`src/sv/rtp_pkg.sv`:
```
// rtp_pkg: shared types and constants for the rectangular-to-polar CORDIC core.
// Holds the request/result payload structs, the per-cell stage record and the
// arctangent table. No dependencies.
package rtp_pkg;

    localparam int SAMPLE_W = 16;                       // width of every payload field
    localparam int GUARD_W  = 16;                       // fraction bits below the sample
    localparam int DATA_W   = SAMPLE_W + GUARD_W + 3;   // x/y path: sign, growth, guard
    localparam int ANGLE_W  = 32;                       // angle accumulator, full turn = 2^32
    localparam int MAX_STEPS = 32;                      // depth of the arctangent table

    localparam logic [31:0]        GAIN_Q32  = 32'd2608131496;  // CORDIC gain compensation
    localparam logic [ANGLE_W-1:0] HALF_TURN = ANGLE_W'(1) << (ANGLE_W - 1);

    // atan(2^-i) in units of 2^-32 turn
    localparam logic [31:0] ATAN_TURNS [0:MAX_STEPS-1] = '{
        32'd536870912, 32'd316933406, 32'd167458907, 32'd85004756,
        32'd42667331,  32'd21354465,  32'd10679838,  32'd5340245,
        32'd2670163,   32'd1335087,   32'd667544,    32'd333772,
        32'd166886,    32'd83443,     32'd41722,     32'd20861,
        32'd10430,     32'd5215,      32'd2608,      32'd1304,
        32'd652,       32'd326,       32'd163,       32'd81,
        32'd41,        32'd20,        32'd10,        32'd5,
        32'd3,         32'd1,         32'd1,         32'd0
    };

    typedef struct packed {
        logic signed [SAMPLE_W-1:0] real_part;
        logic signed [SAMPLE_W-1:0] imag_part;
    } sample_t;

    typedef struct packed {
        logic        [SAMPLE_W-1:0] magnitude;
        logic signed [SAMPLE_W-1:0] angle;
    } polar_t;

    // one slot of the rotation chain
    typedef struct packed {
        logic                       valid;
        logic                       zero;   // request was the origin
        logic signed [DATA_W-1:0]   x;
        logic signed [DATA_W-1:0]   y;
        logic        [ANGLE_W-1:0]  z;
    } cordic_stage_t;

endpackage

```
`src/sv/rtp_cordic_cell.sv`:
```
// rtp_cordic_cell: one registered CORDIC vectoring micro-rotation.
// Depends on rtp_pkg (cordic_stage_t, ATAN_TURNS).
module rtp_cordic_cell #(
    parameter int STEP = 0
) (
    input  logic                   clk,
    input  logic                   rst_n,
    input  rtp_pkg::cordic_stage_t stage_in,
    output rtp_pkg::cordic_stage_t stage_out
);
    import rtp_pkg::*;

    logic signed [DATA_W-1:0] dx;
    logic signed [DATA_W-1:0] dy;
    cordic_stage_t            out_reg;
    cordic_stage_t            out_next;

    always_comb
    begin
        out_next = stage_in;
        dx       = stage_in.x >>> STEP;
        dy       = stage_in.y >>> STEP;
        // rotate clockwise when y is zero or positive
        if (!stage_in.y[DATA_W-1])
        begin
            out_next.x = stage_in.x + dy;
            out_next.y = stage_in.y - dx;
            out_next.z = stage_in.z + ATAN_TURNS[STEP];
        end
        else
        begin
            out_next.x = stage_in.x - dy;
            out_next.y = stage_in.y + dx;
            out_next.z = stage_in.z - ATAN_TURNS[STEP];
        end
    end

    always_ff @(posedge clk or negedge rst_n)
    begin
        if (!rst_n)
            out_reg <= '0;
        else
            out_reg <= out_next;
    end

    assign stage_out = out_reg;

endmodule

```
`config.mk`:
```
export PLATFORM = sky130hd
export DESIGN_NAME = rtp_cordic_cell
export DESIGN_NICKNAME = d
export VERILOG_FILES = /design/src/sv/rtp_pkg.sv /design/src/sv/rtp_cordic_cell.sv
export SDC_FILE = /design/constraint.sdc
export NUM_CORES = 1
export LEC_CHECK = 0
export ABC_AREA = 1
export ABC_CLOCK_PERIOD_IN_PS = 800
export BUFFER_PORTS_ARGS = -buffer_cell sky130_fd_sc_hd__buf_2
export CAP_MARGIN = 20
export CORE_UTILIZATION = 40
export DETAILED_ROUTE_END_ITERATION = 10
export GPL_ROUTABILITY_DRIVEN = 0
export HOLD_SLACK_MARGIN = 0.12
export PLACE_DENSITY_LB_ADDON = 0.1
export SYNTH_ARGS = -nofsm -noshare
export SYNTH_HDL_FRONTEND = slang
export SYNTH_SLANG_ARGS = --single-unit
```
`constraint.sdc`:
```
create_clock -name clk -period 0.8 [get_ports clk]
set_clock_uncertainty 0.05 [all_clocks]
set_input_delay 0.12 -clock clk [delete_from_list [all_inputs] [get_ports clk]]
set_output_delay 0.12 -clock clk [all_outputs]
set_load 0.05 [all_outputs]
```
==> out/metrics.yaml <==
cells_and_area:
  fin_nets: 2462
  antenna_cells: 0
  syn_to_final_growth_pct: 82.1
  largest_register_ffs: 103
  nFillCells: 1859
  layout-drive-gt1-share_pct: 53.5
floorplan:
  fp.dieW_um: 165
  die_y_um: 165
  num_rows: 59
  core_sq_um: 26100
  die_area_sq_um: 27300
  initial_utilization_pct: 40.8
  num_io_pins: 210
sta:
  hold_slack_ns: -0.0188
  hold_viol_final: 2
  setup_slack_ns: -0.799
  maxSlewHeadroom_pct: 69.3
  max_freq_mhz: 625
  finalSetupViolCount: 172
  rsz0062_at_grt: "true"
  slew_viol_final: 0
  finalCritPeriodShare_pct: 200
  fin_crit_ns: 1.60
  tightest_slew_ns: 0.455
clock_network:
  h-tree-depth: 3
  cts_root_buffer: "clkbuf_16"
  cts_tree: "yes"
  cts_made_buffers: 9
  clkTransAtPathRegs_ns: 0.08
  clock_sinks: 103
  clk_path_buf_depth: 2
  cts_hold_buf: 33
placed_design:
  hpwl_mm: 34.0
  dp_worst_setup_slack_ns: -1.32
  io_buffer_count: 209
synthesis:
  yosys_warnings: 0
  avgSynthCellArea_sq_um: 6.31
  synth_nets: 1899
  yosysUniqueCellTypes: 43
  ys.flop_type: "dfrtp_1"
  synth-edff-count: 0
  synth-seq-cells: 103
  synthArstFlopShare_pct: 100
  syn_area_sq_um: 10600
  synth_seq_area_share_pct: 24.2
  synth_cells: 1685
setup_path:
  crit_buf_inv: 7
  cp_slowest_cell: "ha_4"
  crit_path_start_kind: "input port"
  cp.depth: 15
  startpoint: "stage_in[41]"
  cp-end-kind: "flip-flop"
  crit_chain: "buf_12 > inv_12 > ha_4 > buf_6 > nor2_4 > inv_4 > buf_4 > nor2_4 > buf_4 > nand3_4 > nand2_4 > buf_4 > nand2_4 > nand3_2 > o21ai_2"
  critPathRequiredTime_ns: 0.99
  criticalPathCategory: "input port to flip-flop"
  cpPeakStageDelay_ns: 0.27
  cp.arrival_ns: 1.79
  critPathMaxFanout: 6
  cp_top_family: "buffers and inverters"
  endpoint: "stage_out[83]"
  crit_top_cell: "buf_4"
global_routing:
  grt_pass1_wl_mm: 66.1
  grt.total_usage_pct: 31.9
  antenna_found_initial: 0
  first_global_vias: 12800
  overflow: 0
  grt_max_degree: 36
pwr:
  clkPwrFrac_pct: 16.6
  ir_drop_mv: 1.26
  switchingPower_mw: 13.1
  p_sw_share_pct: 46.6
  power.density_nw_per_um2: 1450
  internal-power_mw: 15.0
  pwr-share-comb_pct: 60.9
  sequentialPowerShare_pct: 22.6
  p_leak_nw: 9.63
worst_hold_path:
  hp-class: "input port to flip-flop"
  hold_path_depth: 3
job:
  maxCapViolCount: 0
routing:
  drcViolationCount: 0
  initialDrtViolationCount: 1097
  wirelength_mm: 46.0
  first_pass_iters: 5
  drtAntennaViolNets: 0
  detail_route.wl_per_cell_um: 17.8
  routed-via-count: 13600
  drt-vias-per-instance: 5.24
status:
  failed_checks: "negative hold slack, negative setup slack"
  run_status: "finished with violations"
layer usage:
layer	vias to the layer above	track usage [%]	wire length, um	share of wire, %
met2	681	53.0	21700	47
met1	6356	42.5	18700	41
met5	-	0	0	0
li1	6402	-	-	-
met4	0	12.2	1930	4.2
met3	133	3.02	3690	8.0
worst min-delay path by stage:
stage / startpoint / end / slack [ns]
after floorplan: rst_n / stage_out[0] / -0.23
final: stage_in[67] / stage_out[32] / -0.02
after global placement: rst_n / stage_out[28] / -0.04
after CTS: stage_in[67] / stage_out[32] / -0.02
after detailed placement: rst_n / stage_out[28] / -0.04
after global routing: stage_in[67] / stage_out[32] / -0.02
cell families after synthesis:
logic type / count (synthesis) / share of synthesized area (%)
DFF: 103 / 24.2
muxes: 1 / 0.0941
xor gates and xnor gates: 29 / 2.39
and+or+nand+nor: 871 / 35.1
AOI/OAI and AO/OA: 245 / 12.4
adders and majority gates: 108 / 13.0
buffers and inverters: 328 / 12.7
cell type report:
cell class | instances | area, sq um | share of cell area [%]
multi-input cells | 1254 | 9640 | 49.7
repair buffers | 598 | 5310 | 27.4
flip-flops and latches | 103 | 2580 | 13.3
inverters | 282 | 1150 | 5.95
well taps | 335 | 419 | 2.16
clock buffers | 10 | 229 | 1.18
clock inverters | 6 | 55.1 | 0.284
through the flow:
step	instances	util (%)	instance area (sq um)	power, mW	setup TNS (ns)
2_1_floorplan	1685	-	11600	14.4	-45.92
3_3_place_gp	2474	57.4	15000	18.9	-76.07
3_5_place_dp	2474	57.4	15000	19.0	-77.36
4_1_cts	2555	68.8	17900	26.3	-68.30
5_1_grt	2588	74.4	19400	29.2	-78.99
6_report	2588	74.4	19400	28.0	-73.20
tightest hold or removal path, cell delays in order:
cell and delay (ns):
buf_12 0.10, ha_4 0.12, inv_1 0.04
synth_stat cells (4+ instances only):
master    count  area share, %
nand2_1     500             18
inv_1       274            9.7
nand3_1     156            7.3
nor2_1      136            4.8
a21oi_1     116            5.5
ha_1        104             12
dfrtp_1     103             24
o21ai_0      73            3.4
xor2_1       26            2.1
buf_4        25            1.8
o21bai_1     20            1.4
o21ai_1      16           0.75
nand2_2      15           0.88
nor2_2       14           0.82
buf_2        12           0.56
nand4_1      11           0.65
inv_2         8           0.28
nor2_4        8           0.85
o22ai_1       7           0.41
clkbuf_1      6           0.21
nor3_1        6           0.28
a21oi_2       4           0.33
and2_1        4           0.24
fa_1          4           0.75
nand3_2       4           0.38
nor3_2        4           0.38
repair_timing:
item                       CTS  global route
setup buffers               37            37
pin swaps                  115           142
hold endpoints to repair   137             2
setup endpoints to repair  172           172
gates resized for setup    579           321
gates cloned                 0             0
power by group through the flow:
stage	combinational (mW)	clock (mW)	sequential (mW)
after detailed placement	12.8	0	6.24
after global routing	18.0	4.82	6.39
final	17.1	4.64	6.33
after floorplan	5.56	0	8.80
after CTS	15.3	4.67	6.32
after global placement	12.6	0	6.24
cell usage in the layout (no fill, tap or decap), drive strengths merged, types with 26 or more instances in the layout:
cell type | netlist | routed
ha | 104 | 104
dfrtp | 103 | 103
buf | 40 | 565
nand2 | 516 | 516
xor2 | 26 | 26
o21ai | 92 | 92
a21oi | 120 | 120
dlygate4sd3 | 0 | 33
nand3 | 160 | 160
inv | 282 | 283
nor2 | 158 | 158
Note: power is estimated with default switching activity, not from simulation.
