$ cat src/sv/rtp_pkg.sv
// rtp_pkg: shared types and constants for the rectangular-to-polar CORDIC core.
// Holds the request/result payload structs, the per-cell stage record and the
// arctangent table. No dependencies.
package rtp_pkg;

    localparam int SAMPLE_W = 16;                       // width of every payload field
    localparam int GUARD_W  = 16;                       // fraction bits below the sample
    localparam int DATA_W   = SAMPLE_W + GUARD_W + 3;   // x/y path: sign, growth, guard
    localparam int ANGLE_W  = 32;                       // angle accumulator, full turn = 2^32
    localparam int MAX_STEPS = 32;                      // depth of the arctangent table

    localparam logic [31:0]        GAIN_Q32  = 32'd2608131496;  // CORDIC gain compensation
    localparam logic [ANGLE_W-1:0] HALF_TURN = ANGLE_W'(1) << (ANGLE_W - 1);

    // atan(2^-i) in units of 2^-32 turn
    localparam logic [31:0] ATAN_TURNS [0:MAX_STEPS-1] = '{
        32'd536870912, 32'd316933406, 32'd167458907, 32'd85004756,
        32'd42667331,  32'd21354465,  32'd10679838,  32'd5340245,
        32'd2670163,   32'd1335087,   32'd667544,    32'd333772,
        32'd166886,    32'd83443,     32'd41722,     32'd20861,
        32'd10430,     32'd5215,      32'd2608,      32'd1304,
        32'd652,       32'd326,       32'd163,       32'd81,
        32'd41,        32'd20,        32'd10,        32'd5,
        32'd3,         32'd1,         32'd1,         32'd0
    };

    typedef struct packed {
        logic signed [SAMPLE_W-1:0] real_part;
        logic signed [SAMPLE_W-1:0] imag_part;
    } sample_t;

    typedef struct packed {
        logic        [SAMPLE_W-1:0] magnitude;
        logic signed [SAMPLE_W-1:0] angle;
    } polar_t;

    // one slot of the rotation chain
    typedef struct packed {
        logic                       valid;
        logic                       zero;   // request was the origin
        logic signed [DATA_W-1:0]   x;
        logic signed [DATA_W-1:0]   y;
        logic        [ANGLE_W-1:0]  z;
    } cordic_stage_t;

endpackage

$ cat src/sv/rtp_gain_scale.sv
// rtp_gain_scale: two-stage gain compensation, rounding and saturation of the
// magnitude, and rounding of the angle. Depends on rtp_pkg.
module rtp_gain_scale (
    input  logic                   clk,
    input  logic                   rst_n,
    input  rtp_pkg::cordic_stage_t stage_in,
    output logic                   done,
    output rtp_pkg::polar_t        result
);
    import rtp_pkg::*;

    localparam int UX_W      = DATA_W - 1;
    localparam int LO_W      = (UX_W + 1) / 2;
    localparam int HI_W      = UX_W - LO_W;
    localparam int PLO_W     = LO_W + 32;
    localparam int PHI_W     = HI_W + 32;
    localparam int SUM_W     = UX_W + 32 + 1;
    localparam int MAG_SHIFT = 32 + GUARD_W;
    localparam int MAGW_W    = SUM_W - MAG_SHIFT;

    localparam logic [SUM_W-1:0]   MAG_ROUND   = SUM_W'(1) << (MAG_SHIFT - 1);
    localparam logic [ANGLE_W-1:0] ANGLE_ROUND = ANGLE_W'(1) << (ANGLE_W - 1 - SAMPLE_W);

    logic [UX_W-1:0]     ux;
    logic [ANGLE_W-1:0]  ang_full;
    logic [PLO_W-1:0]    plo_next;
    logic [PHI_W-1:0]    phi_next;
    logic [SAMPLE_W-1:0] ang_next;

    logic                s1_valid_reg;
    logic [PLO_W-1:0]    plo_reg;
    logic [PHI_W-1:0]    phi_reg;
    logic [SAMPLE_W-1:0] ang_reg;

    logic [SUM_W-1:0]    sum;
    logic [MAGW_W-1:0]   mag_wide;
    polar_t              result_next;
    polar_t              result_reg;
    logic                done_reg;

    // stage 1: split products of the clamped x by the gain, round the angle
    always_comb
    begin
        ux       = stage_in.x[DATA_W-1] ? '0 : stage_in.x[UX_W-1:0];
        plo_next = PLO_W'(ux[LO_W-1:0]) * PLO_W'(GAIN_Q32);
        phi_next = PHI_W'(ux[UX_W-1:LO_W]) * PHI_W'(GAIN_Q32);
        ang_full = stage_in.z + ANGLE_ROUND;
        ang_next = stage_in.zero ? '0 : ang_full[ANGLE_W-1 -: SAMPLE_W];
    end

    // stage 2: recombine, round half up, saturate
    always_comb
    begin
        sum      = (SUM_W'(phi_reg) << LO_W) + SUM_W'(plo_reg) + MAG_ROUND;
        mag_wide = sum[SUM_W-1:MAG_SHIFT];
        if (|mag_wide[MAGW_W-1:SAMPLE_W])
            result_next.magnitude = '1;
        else
            result_next.magnitude = mag_wide[SAMPLE_W-1:0];
        result_next.angle = ang_reg;
    end

    always_ff @(posedge clk or negedge rst_n)
    begin
        if (!rst_n)
        begin
            s1_valid_reg <= 1'b0;
            done_reg     <= 1'b0;
        end
        else
        begin
            s1_valid_reg <= stage_in.valid;
            done_reg     <= s1_valid_reg;
        end
    end

    always_ff @(posedge clk)
    begin
        plo_reg    <= plo_next;
        phi_reg    <= phi_next;
        ang_reg    <= ang_next;
        result_reg <= result_next;
    end

    assign done   = done_reg;
    assign result = result_reg;

endmodule
$ cat config.mk
export PLATFORM = sky130hd
export DESIGN_NAME = rtp_gain_scale
export DESIGN_NICKNAME = d
export VERILOG_FILES = /design/src/sv/rtp_pkg.sv /design/src/sv/rtp_gain_scale.sv
export SDC_FILE = /design/constraint.sdc
export NUM_CORES = 1
export LEC_CHECK = 0
export BUFFER_PORTS_ARGS = -buffer_cell sky130_fd_sc_hd__clkbuf_2
export CAP_MARGIN = 20
export CORE_UTILIZATION = 42
export DETAILED_ROUTE_END_ITERATION = 16
export MAX_ROUTING_LAYER = met4
export PLACE_DENSITY = 0.63
export SYNTH_ARGS = -nofsm -noshare
export SYNTH_HDL_FRONTEND = slang
export SYNTH_SLANG_ARGS = --single-unit
$ cat constraint.sdc
create_clock -name clk -period 3.48 [get_ports clk]
set_input_delay 0.348 -clock clk [delete_from_list [all_inputs] [get_ports clk]]
set_output_delay 0.348 -clock clk [all_outputs]
set_load 0.05 [all_outputs]
==> out/qor.yml <==
die:
  dieWidth_um: 228.5
  initial_utilization_pct: 42.77
  die_area_um2: 52210
  die_h_um: 228.5
  core_area_um2: 50380
  row_count: 82
  top_level_ports: 139
setup_path:
  crit_path_frequent_cell: "buf_4"
  cp-end-kind: "register"
  critical_path_buf_inv_count: 9
  cp_top_family: "adder cells"
  worstPathArrival_ns: 6.25
  rrSetupSlack_ns: 0.24
  slowest_stage: "fa_2"
  max_stage_delay_ns: 0.63
  crit_type: "input port to register"
  critPathRequiredTime_ns: 3.83
  crit_path_max_fanout: 6
  start_kind: "input port"
sta:
  relSlewSlack_pct: 68.92
  min_period_over_period_pct: 169.4
  min_period_ns: 5.894
  worst_slack_ns: -2.414
  skew_ns: 0.008407
  setup_viol: 66
  worst-slew-pin-transition_ns: 0.4653
  drv_slew: 0
  fmax_mhz: 169.7
  hold_viol: 0
  rsz0062_at_grt: "yes"
clock_tree:
  cts_tree: "done"
  clock_latency_ns: 0.43
  root_buffer: "clkbuf_16"
  cts.reportedPaths.clkPinSlew_ns: 0.07
  clock-sinks: 125
  numCtsBuffers: 17
  cts_buffer_depth: 2
  htreeDepth: 4
synth:
  ys_seq_area_share_pct: 11.66
  syn_area_um2: 21550
  netlist_top_cells_area: "fa_1 (36%), ha_1 (21%), dfxtp_1 (11%)"
  synth-edff-count: 0
  yosys.area.top_type: "fa_1"
  synthFlopType: "dfxtp_1"
  ys_seq_elements: 125
  syn-num-nets: 3053
  async_reset_ff_share_pct: 1.600
  synth_warnings: 0
  netlist_instances: 2198
  synth_top_area_share_pct: 35.77
  synth_area_per_cell_um2: 9.802
  synth_cell_types: 76
grt:
  grt_pass1_vias: 18832
  grt_pass1_wl_um: 102400
  grt_util_all_layers_pct: 26.09
  antenna_found_initial: 0
  grt.overflow.total: 0
  grt_max_degree: 17
route:
  vias: 17305
  met2_length_um: 29250
  first_pass_iters: 5
  wl_met3_um: 2920
  viasPerCell: 4.877
  ant_nets: 0
  wl_um: 64280
  wl_met1_um: 31450
  drc: 0
  drtIter0Drc: 965
  route.top_layer_used: "met4"
  wl_per_cell_um: 18.12
status:
  status: "finished with violations"
  failed_checks: "setup timing"
layout:
  final_cell_mix: "inv_1 (535), buf_4 (523), fa_1 (343)"
  postLayoutCoreUtil_pct: 59.67
  final_layout_size_suffix_gt1_share_pct: 37.90
  syn2layout_area_growth_pct: 39.52
  mostFrequentLayoutCell: "inv_1"
  antennaDiodeCount: 0
  layout.nets: 3718
  largest_register_ffs: 46
placement:
  gp_congestion: 1.041
  place_hpwl_um: 55380
  port_buffers: 88
hold_path:
  hp-class: "input port to register"
run:
  drv_cap: 0
[path summary, 6_finish.rpt]
path	start	to	cells after the start
setup / recovery	stage_in[101]	plo_reg[36]$_DFF_P_	26
min in group asynchronous	rst_n	s1_valid_reg$_DFF_PN0_	2
max in group asynchronous	rst_n	done$_DFF_PN0_	2
setup reg to reg	plo_reg[22]$_DFF_P_	result[31]$_SDFF_PP1_	12
hold / removal	stage_in[103]	s1_valid_reg$_DFF_PN0_	1
hold reg to reg	ang_reg[2]$_SDFF_PP0_	result[2]$_DFF_P_	0
[repair_timing]
action                                 4_1_cts  5_1_grt
hold buffers                                 1        0
gates resized for setup                    269      136
buffers inserted                            57       51
endpoints found under the hold margin        2        0
pin swaps                                  184      186
cloned                                       2        0
setup endpoints to repair                   67       75
[worst register-to-register path, stage by stage, from the launching register on]
cell,delay (ns)
dfxtp_1,0.31
ha_1,0.29
ha_1,0.29
a41o_1,0.25
a21oi_1,0.18
o221a_1,0.24
o22ai_1,0.17
a221oi_2,0.44
o211ai_1,0.14
buf_4,0.18
and4_1,0.22
and3_1,0.22
a31o_1,0.22
[per-stage QoR]
step	instances	setup TNS, ns	hold WS (ns)	worst slack [ns]	cell area, µm²
2_1_floorplan	2198	-132.19	0.05241	-2.517	22130
3_3_place_gp	3418	-165.69	0.1318	-3.075	26950
3_5_place_dp	3418	-169.63	0.1364	-3.134	26950
4_1_cts	3507	-125.77	0.006859	-2.357	29200
5_1_grt	3548	-138.85	0.01704	-2.601	30060
6_report	3548	-130.19	0.02184	-2.414	30060
[per-layer routing]
metal	up-vias	track usage, %
li1	8203	-
met1	8711	37.27
met2	347	39.98
met3	44	3.767
met4	0	3.754
met5	-	-
[cell type report]
class	instances	area, µm²
Fill cell	4238	20320
Multi-Input combinational cell	1422	18530
Timing Repair Buffer	678	5224
Sequential cell	125	2512
Inverter	619	2367
Tap cell	672	840.8
Clock buffer	17	425.4
Clock inverter	15	161.4
[synthesized netlist by cell type (all sizes together), types with 25 or more instances]
| library cell | n |
|---|---|
| a21o | 57 |
| a21oi | 79 |
| dfxtp | 123 |
| fa | 385 |
| ha | 364 |
| inv | 619 |
| nand2 | 63 |
| nand2b | 38 |
| nand3 | 26 |
| nand4 | 25 |
| nor2 | 60 |
| nor2b | 31 |
| o21ai | 44 |
| xnor2 | 53 |
| xor2 | 45 |
[cell families after synthesis]
kind of cell,after synthesis,share of synthesized area [%]
AOI/OAI and AO/OA,266,8.421
xor gates and xnor gates,98,3.984
adders and majority gates,749,56.91
buffers and inverters,651,11.43
DFF,125,11.66
and+or+nand+nor,309,7.596
Power is not shown: default switching activity piles up to over one toggle a cycle in this logic, so the estimate is an artifact.
